<file path="src/kfrl_pkg.sv">
// kfrl_pkg: shared types, constants and codes for the keyed fixed-window rate limiter
// depends on nothing; imported by every module of the block
`timescale 1ns / 1ps

package kfrl_pkg;

  localparam int TABLE_ENTRIES = 4096;
  localparam int ADDR_W        = $clog2(TABLE_ENTRIES);
  localparam int CNT_W         = $clog2(TABLE_ENTRIES + 1);
  localparam int OCC_W         = 13;
  localparam int CFG_W         = 17;
  localparam int CFG_IDX_W     = 2;
  localparam int IN_TDATA_W    = 72;
  localparam int OUT_TDATA_W   = 48;

  // register indexes
  localparam logic [CFG_IDX_W-1:0] REG_ATT_LIMIT = 2'd0;
  localparam logic [CFG_IDX_W-1:0] REG_WINDOW    = 2'd1;
  localparam logic [CFG_IDX_W-1:0] REG_IDLE_TTL  = 2'd2;

  // request modes
  localparam logic [1:0] MODE_CHECK = 2'd0;
  localparam logic [1:0] MODE_PRUNE = 2'd1;
  localparam logic [1:0] MODE_CLEAR = 2'd2;
  localparam logic [1:0] MODE_NOP   = 2'd3;

  // result status codes
  localparam logic [1:0] ST_ALLOWED = 2'd0;
  localparam logic [1:0] ST_LIMITED = 2'd1;
  localparam logic [1:0] ST_INVALID = 2'd2;
  localparam logic [1:0] ST_MAINT   = 2'd3;

  typedef struct packed {
    logic [31:0] key;
    logic [31:0] win_begin;
    logic [15:0] count;
    logic [31:0] seen_at;
  } ent_t;

  typedef struct packed {
    logic [OCC_W-1:0] occupancy;
    logic [16:0]      retry_wait;
    logic [15:0]      remaining;
    logic [1:0]       status;
  } res_t;

  typedef struct packed {
    logic              rd_en;
    logic [ADDR_W-1:0] rd_addr;
    logic              v_we;
    logic              v_wdata;
    logic              d_we;
    logic [ADDR_W-1:0] waddr;
    ent_t              d_wdata;
  } mreq_t;

  typedef struct packed {
    logic v;
    ent_t ent;
  } mrsp_t;

endpackage

</file>
<file path="src/kfrl_ctrl.sv">
// kfrl_ctrl: sequencer that scans, prunes, evicts and updates the slot table
// drives kfrl_mem through mreq_t; uses kfrl_pkg
`timescale 1ns / 1ps

module kfrl_ctrl (
  input  logic                          clk,
  input  logic                          rst_n,
  input  logic                          in_valid,
  output logic                          in_ready,
  input  logic [1:0]                    in_mode,
  input  logic [31:0]                   in_key,
  input  logic [31:0]                   in_now,
  input  logic [15:0]                   attempt_limit,
  input  logic [16:0]                   window_seconds,
  input  logic [16:0]                   idle_ttl_seconds,
  output kfrl_pkg::mreq_t               mreq,
  input  kfrl_pkg::mrsp_t               mrsp,
  output logic                          res_valid,
  input  logic                          res_ready,
  output kfrl_pkg::res_t                res
);
  import kfrl_pkg::*;

  localparam logic [2:0] S_CLR   = 3'd0;
  localparam logic [2:0] S_IDLE  = 3'd1;
  localparam logic [2:0] S_PRUNE = 3'd2;
  localparam logic [2:0] S_EVICT = 3'd3;
  localparam logic [2:0] S_EVWR  = 3'd4;
  localparam logic [2:0] S_LOOK  = 3'd5;
  localparam logic [2:0] S_UPD   = 3'd6;
  localparam logic [2:0] S_RESP  = 3'd7;

  localparam logic [ADDR_W-1:0] LAST = ADDR_W'(TABLE_ENTRIES - 1);
  localparam logic [CNT_W-1:0]  FULL = CNT_W'(TABLE_ENTRIES);

  logic [2:0]        state_r, state_nxt;
  logic [1:0]        mode_r, mode_nxt;
  logic [31:0]       key_r, key_nxt;
  logic [31:0]       now_r, now_nxt;
  logic [CNT_W-1:0]  used_r, used_nxt;
  logic [ADDR_W-1:0] iss_idx_r, iss_idx_nxt;
  logic              iss_done_r, iss_done_nxt;
  logic              p_vld_r, p_vld_nxt;
  logic [ADDR_W-1:0] p_addr_r, p_addr_nxt;
  logic              found_r, found_nxt;
  logic [ADDR_W-1:0] best_addr_r, best_addr_nxt;
  logic [31:0]       best_ls_r, best_ls_nxt;
  logic              hit_r, hit_nxt;
  logic [ADDR_W-1:0] hit_addr_r, hit_addr_nxt;
  ent_t              hit_ent_r, hit_ent_nxt;
  logic              free_r, free_nxt;
  logic [ADDR_W-1:0] free_addr_r, free_addr_nxt;
  logic              clr_resp_r, clr_resp_nxt;
  res_t              res_r, res_nxt;

  logic              scanning, last;
  logic [31:0]       idle_age;
  ent_t              base;
  logic [31:0]       el0, el1;
  logic              restart, limited;
  logic [31:0]       ws2;
  logic [15:0]       cnt2;

  assign scanning = (state_r == S_PRUNE) || (state_r == S_EVICT) || (state_r == S_LOOK);
  assign last     = p_vld_r && (p_addr_r == LAST);
  assign idle_age = now_r - mrsp.ent.seen_at;

  // slot update arithmetic
  always_comb begin
    base     = hit_r ? hit_ent_r : '0;
    el0      = now_r - base.win_begin;
    restart  = (base.count == 16'd0) || (el0 >= {15'd0, window_seconds});
    ws2      = restart ? now_r : base.win_begin;
    cnt2     = restart ? 16'd0 : base.count;
    el1      = now_r - ws2;
    limited  = cnt2 >= attempt_limit;
  end

  always_comb begin
    state_nxt     = state_r;
    mode_nxt      = mode_r;
    key_nxt       = key_r;
    now_nxt       = now_r;
    used_nxt      = used_r;
    iss_idx_nxt   = iss_idx_r;
    iss_done_nxt  = iss_done_r;
    found_nxt     = found_r;
    best_addr_nxt = best_addr_r;
    best_ls_nxt   = best_ls_r;
    hit_nxt       = hit_r;
    hit_addr_nxt  = hit_addr_r;
    hit_ent_nxt   = hit_ent_r;
    free_nxt      = free_r;
    free_addr_nxt = free_addr_r;
    clr_resp_nxt  = clr_resp_r;
    res_nxt       = res_r;
    mreq          = '0;
    in_ready      = 1'b0;
    res_valid     = 1'b0;

    // shared read pipeline for the scans
    mreq.rd_en   = scanning && !iss_done_r;
    mreq.rd_addr = iss_idx_r;
    p_vld_nxt    = mreq.rd_en;
    p_addr_nxt   = iss_idx_r;
    if (mreq.rd_en) begin
      iss_idx_nxt  = iss_idx_r + ADDR_W'(1);
      iss_done_nxt = (iss_idx_r == LAST);
    end

    case (state_r)
      S_CLR: begin
        mreq.v_we    = 1'b1;
        mreq.v_wdata = 1'b0;
        mreq.waddr   = iss_idx_r;
        iss_idx_nxt  = iss_idx_r + ADDR_W'(1);
        if (iss_idx_r == LAST) begin
          used_nxt     = '0;
          iss_idx_nxt  = '0;
          state_nxt    = clr_resp_r ? S_RESP : S_IDLE;
          res_nxt      = '0;
          res_nxt.status = ST_MAINT;
        end
      end
      S_IDLE: begin
        in_ready = 1'b1;
        if (in_valid) begin
          mode_nxt     = in_mode;
          key_nxt      = in_key;
          now_nxt      = in_now;
          iss_idx_nxt  = '0;
          iss_done_nxt = 1'b0;
          found_nxt    = 1'b0;
          hit_nxt      = 1'b0;
          free_nxt     = 1'b0;
          res_nxt      = '0;
          res_nxt.occupancy = OCC_W'(used_r);
          case (in_mode)
            MODE_CHECK: begin
              if (in_key == 32'd0 || attempt_limit == 16'd0 || window_seconds == 17'd0) begin
                res_nxt.status = ST_INVALID;
                state_nxt      = S_RESP;
              end else if (used_r >= FULL) begin
                state_nxt = S_PRUNE;
              end else begin
                state_nxt = S_LOOK;
              end
            end
            MODE_PRUNE: state_nxt = S_PRUNE;
            MODE_CLEAR: begin
              clr_resp_nxt = 1'b1;
              state_nxt    = S_CLR;
            end
            default: begin
              res_nxt.status = ST_MAINT;
              state_nxt      = S_RESP;
            end
          endcase
        end
      end
      S_PRUNE: begin
        if (p_vld_r && mrsp.v && (idle_age >= {15'd0, idle_ttl_seconds})) begin
          mreq.v_we    = 1'b1;
          mreq.v_wdata = 1'b0;
          mreq.waddr   = p_addr_r;
          used_nxt     = used_r - CNT_W'(1);
        end
        if (last) begin
          iss_idx_nxt  = '0;
          iss_done_nxt = 1'b0;
          if (mode_r == MODE_PRUNE) begin
            res_nxt.status    = ST_MAINT;
            res_nxt.occupancy = OCC_W'(used_nxt);
            state_nxt         = S_RESP;
          end else if (used_nxt >= FULL) begin
            state_nxt = S_EVICT;
          end else begin
            state_nxt = S_LOOK;
          end
        end
      end
      S_EVICT: begin
        if (p_vld_r && mrsp.v && (!found_r || mrsp.ent.seen_at < best_ls_r)) begin
          found_nxt     = 1'b1;
          best_addr_nxt = p_addr_r;
          best_ls_nxt   = mrsp.ent.seen_at;
        end
        if (last) begin
          state_nxt = S_EVWR;
        end
      end
      S_EVWR: begin
        if (found_r) begin
          mreq.v_we    = 1'b1;
          mreq.v_wdata = 1'b0;
          mreq.waddr   = best_addr_r;
          used_nxt     = used_r - CNT_W'(1);
        end
        iss_idx_nxt  = '0;
        iss_done_nxt = 1'b0;
        state_nxt    = S_LOOK;
      end
      S_LOOK: begin
        if (p_vld_r) begin
          if (mrsp.v) begin
            if (mrsp.ent.key == key_r) begin
              hit_nxt      = 1'b1;
              hit_addr_nxt = p_addr_r;
              hit_ent_nxt  = mrsp.ent;
            end
          end else if (!free_r) begin
            free_nxt      = 1'b1;
            free_addr_nxt = p_addr_r;
          end
        end
        if (last) begin
          state_nxt = S_UPD;
        end
      end
      S_UPD: begin
        mreq.v_we    = 1'b1;
        mreq.v_wdata = 1'b1;
        mreq.d_we    = 1'b1;
        mreq.waddr   = hit_r ? hit_addr_r : free_addr_r;
        mreq.d_wdata.key       = key_r;
        mreq.d_wdata.win_begin = ws2;
        mreq.d_wdata.count     = limited ? cnt2 : cnt2 + 16'd1;
        mreq.d_wdata.seen_at   = now_r;
        if (!hit_r) begin
          used_nxt = used_r + CNT_W'(1);
        end
        res_nxt.occupancy = OCC_W'(used_nxt);
        if (limited) begin
          res_nxt.status     = ST_LIMITED;
          res_nxt.remaining  = '0;
          res_nxt.retry_wait = (el1 >= {15'd0, window_seconds}) ? 17'd0
                               : window_seconds - el1[16:0];
        end else begin
          res_nxt.status     = ST_ALLOWED;
          res_nxt.remaining  = attempt_limit - cnt2 - 16'd1;
          res_nxt.retry_wait = '0;
        end
        state_nxt = S_RESP;
      end
      S_RESP: begin
        res_valid = 1'b1;
        if (res_ready) begin
          clr_resp_nxt = 1'b0;
          state_nxt    = S_IDLE;
        end
      end
      default: state_nxt = S_IDLE;
    endcase
  end

  assign res = res_r;

  always_ff @(posedge clk) begin
    if (!rst_n) begin
      state_r    <= S_CLR;
      used_r     <= '0;
      iss_idx_r  <= '0;
      iss_done_r <= 1'b0;
      p_vld_r    <= 1'b0;
      clr_resp_r <= 1'b0;
    end else begin
      state_r    <= state_nxt;
      used_r     <= used_nxt;
      iss_idx_r  <= iss_idx_nxt;
      iss_done_r <= iss_done_nxt;
      p_vld_r    <= p_vld_nxt;
      clr_resp_r <= clr_resp_nxt;
    end
  end

  always_ff @(posedge clk) begin
    mode_r      <= mode_nxt;
    key_r       <= key_nxt;
    now_r       <= now_nxt;
    p_addr_r    <= p_addr_nxt;
    found_r     <= found_nxt;
    best_addr_r <= best_addr_nxt;
    best_ls_r   <= best_ls_nxt;
    hit_r       <= hit_nxt;
    hit_addr_r  <= hit_addr_nxt;
    hit_ent_r   <= hit_ent_nxt;
    free_r      <= free_nxt;
    free_addr_r <= free_addr_nxt;
    res_r       <= res_nxt;
  end

endmodule

</file>
<file path="config.mk">
export PLATFORM = sky130hd
export DESIGN_NAME = kfrl_ctrl
export DESIGN_NICKNAME = d
export VERILOG_FILES = /design/src/kfrl_pkg.sv /design/src/kfrl_ctrl.sv
export SDC_FILE = /design/constraint.sdc
export NUM_CORES = 1
export LEC_CHECK = 0
export BUFFER_PORTS_ARGS = -buffer_cell sky130_fd_sc_hd__buf_2
export CORE_ASPECT_RATIO = 0.7
export CORE_MARGIN = 2
export CORE_UTILIZATION = 34
export DETAILED_ROUTE_END_ITERATION = 8
export PLACE_DENSITY = 0.57
export SYNTH_ARGS = -nofsm -noshare
export SYNTH_HDL_FRONTEND = slang
export SYNTH_SLANG_ARGS = --single-unit
</file>
<file path="constraint.sdc">
create_clock -name clk -period 12.4 [get_ports clk]
set_clock_uncertainty 0.1 [all_clocks]
set_input_delay 1.86 -clock clk [delete_from_list [all_inputs] [get_ports clk]]
set_output_delay 1.86 -clock clk [all_outputs]
set_load 0.05 [all_outputs]
</file>
==> flow_metrics.tcl <==
set metrics [dict create \
    status "finished, final reports clean" \
    cts_made_buffers 31 \
    critPathRequiredTime_ns 12.70 \
    min_period_ns 10.90 \
    synth_xor_area_share_pct 5.05 \
    placement.io_buffers 422 \
    syn2layout_area_growth_pct 18.0 \
    whs_endpoint "p_addr_r[11]" \
    vias_per_cell 5.55 \
    synth_top_flop_cell "edfxtp_1" \
    setup_violations 0 \
    reg2reg_to "res[26]" \
    post_cts_resize_count 0 \
    worst_pin_slew_ns 1.05 \
    synth_top_family_by_area "simple AND/OR/NAND/NOR gates" \
    wl_per_cell_um 22.0 \
    initial_core_util_pct 34.3 \
    use_met2_pct 35.4 \
    p_per_area_nw_per_um2 83.8 \
    critPathSlowestCell "nand4_1" \
    nFillCells 6989 \
    synth_top_area_cell "edfxtp_1" \
    clock-sinks 276 \
    clk_pin_slew_ns 0.06 \
    place_congestion 0.940 \
    synth_cell_types 98 \
    drtPass1Iterations 5 \
    relSlewSlack_pct 29.6 \
    whs_ns 0.349 \
    drive_gt1_share_pct 19.5 \
    syn_area_um2 23300 \
    grtUsageMet3_pct 5.65 \
    path_max_fanout 17 \
    yosys.cell_count.top_type "edfxtp_1" \
    cpMostUsedCell "ha_1" \
    num_io_pins 423 \
    insertion_delay_ns 0.63 \
    core_um2 67900 \
    yosys.area_share.simple_pct 21.2 \
    hold_path.class "reg -> reg" \
    ys_ff_latch 276 \
    worstPathArrival_ns 11.20 \
    worstReg2RegStart "hit_r" \
    max-vdd-ir-drop_mv 0.122 \
    setup_ws_ns 1.50 \
    synthTopCellsByCount "edfxtp_1 (233), ha_1 (232), inv_1 (203), nand2_1 (184), a21oi_1 (180)" \
    slew_violations 0 \
    synthArstFlopShare_pct 0 \
    num_rows 80 \
    overflow 0 \
    die_area_um2 70500 \
    synth_compound_area_share_pct 20.4 \
    synthAdderAreaFrac_pct 12.9 \
    worst-setup-path-type "reg -> reg" \
    fin_setup_tns_ns 0 \
    synth-edff-count 233 \
    start_kind "flop" \
    pre_cts_ws_ns 1.79 \
    cts_tree "yes" \
    whs_path_depth 0 \
    synth_top_area_share_pct 30.1 \
    routed_wl_um 86800 \
    grt_pass1_vias 20600 \
    p_leak_nw 12.0 \
    cts_root_buf "clkbuf_16" \
    synthMuxAreaShare_pct 1.18 \
    drv_cap 0 \
    die_w_um 317 \
    rsz0062_at_grt "no" \
    yosysSeqAreaShare_pct 33.8 \
    drc 0 \
    antenna_left 0 \
    reg2reg_depth 38 \
    fmax_mhz 91.8 \
    cts_max_level 1 \
    place_hpwl_um 68300 \
    hold_viol_final 0 \
    vias 21800 \
    grt.total_usage_pct 23.9 \
    holdBufCountCts 0 \
    endpoint_kind "flop" \
    met1_usage_pct 34.5 \
    antenna_found_initial 22 \
    drt-initial-drc-count 2257 \
    die_y_um 223 \
    postCtsSetupBuffers 0 \
    ff2ff_setup_slack_ns 1.50 \
    final_nets 3470 \
    synth_fp_nets 3089 \
    max_stage_delay_ns 0.91 \
    min_period_over_period_pct 87.9 \
    ys_top_cells_by_area "edfxtp_1 (30%), ha_1 (12%), a21oi_1 (3.9%)" \
    hold_start "iss_idx_r[11]" \
    top_usage_layer "met2" \
    syn-instance-count 2619 \
    grt_pass1_wl_um 128000 \
    grt_max_degree 90 \
    syn_avg_cell_area_um2 8.88 \
    ys_warn_count 0 \
    clockBufferDepth 3 \
]
-- layout make-up --
| class | count | area [µm²] | share of cell area (%) |
|---|---|---|---|
| multi-input combinational | 2026 | 14200 | 51.6 |
| clock buffer | 40 | 881 | 3.21 |
| clock inverter | 18 | 221 | 0.807 |
| sequential | 276 | 7860 | 28.6 |
| tap | 902 | 1130 | 4.11 |
| timing repair buffer | 462 | 2410 | 8.79 |
| inverter | 203 | 762 | 2.78 |
| antenna | 8 | 20.0 | 0.0729 |
-- logic make-up after synthesis --
kind of cell | count (synthesis)
AOI/OAI and AO/OA | 712
and+or+nand+nor | 916
muxes | 27
DFF | 276
adders and majority gates | 237
xor gates and xnor gates | 134
buffers and inverters | 317
-- how the worst max path moves through the flow --
stage | start | endpoint | slack, ns | cells after the start
floorplan | mrsp[82] | hit_r | 3.03 | 7
global placement | window_seconds[0] | res[26] | 2.11 | 32
detailed placement | window_seconds[0] | res[26] | 1.79 | 31
CTS | hit_r | mreq[32] | 1.60 | 27
global route | hit_r | res[26] | 0.40 | 37
finish | hit_r | res[26] | 1.50 | 38
-- power breakdown --
| group | switching (mW) | internal (mW) | total (mW) | leakage [nW] |
|---|---|---|---|---|
| logic | 0.165 | 0.109 | 0.274 | 8.88 |
| clock network | 0.431 | 0.587 | 1.02 | 0.541 |
| registers | 0.00526 | 1.00 | 1.01 | 2.54 |
-- metal layers --
metal | vias up | wire length, µm | share of wire [%]
li1 | 10500 | - | -
met1 | 10300 | 39700 | 46
met2 | 925 | 36200 | 42
met3 | 118 | 8330 | 9.6
met4 | 10 | 2520 | 2.9
met5 | - | 52 | 0.060
-- cells in the final DEF (no fill, tap or decap), drive strengths merged, types with 12 or more instances in the layout --
cell type    n
inv        206
or2         12
a41oi       12
edfxtp     233
nor4        54
nand3       67
and3        98
o31ai       17
xnor2       88
xor2        46
a31oi       25
and2        49
clkbuf      40
a221o       12
nor2b       29
o21a        39
ha         232
a311oi      19
nand2      186
mux2i       23
o211ai      19
o21bai      18
a21oi      187
o21ai      162
nand4       61
a211oi      28
dfxtp       43
nor2       166
or3         50
buf        462
nand2b      33
nor3        73
a21o        70
-- sequential cells by signal, indices dropped and copies added (netlist names) --
name	count
free_r	1
hit_addr_r	12
state_r	3
p_addr_r	12
key_r	32
mode_r	2
res	48
found_r	1
hit_ent_r	48
iss_idx_r	12
used_r	13
now_r	32
best_ls_r	32
hit_r	1
p_vld_r	1
clr_resp_r	1
free_addr_r	12
best_addr_r	12
iss_done_r	1
-- critical path, delay by kind of cell, from the launching register on --
kind                     cells  cell delay (ns)
adder cells (fa/ha/maj)      6             1.64
flip-flops                   1             0.57
buffers and inverters        1             0.05
AO/OA/AOI/OAI               14             3.45
XOR/XNOR                     2             0.20
AND/OR/NAND/NOR             14             4.53
multiplexers                 1             0.13
-- through the flow --
| step | cells | cell area (µm²) | util [%] | power [mW] |
|---|---|---|---|---|
| 3_3_place_gp | 3869 | 26300 | 38.8 | 1.30 |
| 6_report | 3935 | 27400 | 40.4 | 2.30 |
| 4_1_cts | 3927 | 27400 | 40.4 | 2.33 |
| 2_1_floorplan | 2619 | 23300 | - | 1.19 |
| 3_5_place_dp | 3869 | 26300 | 38.8 | 1.30 |
| 5_1_grt | 3931 | 27400 | 40.4 | 2.39 |
Note: power is estimated with default switching activity, not from simulation.
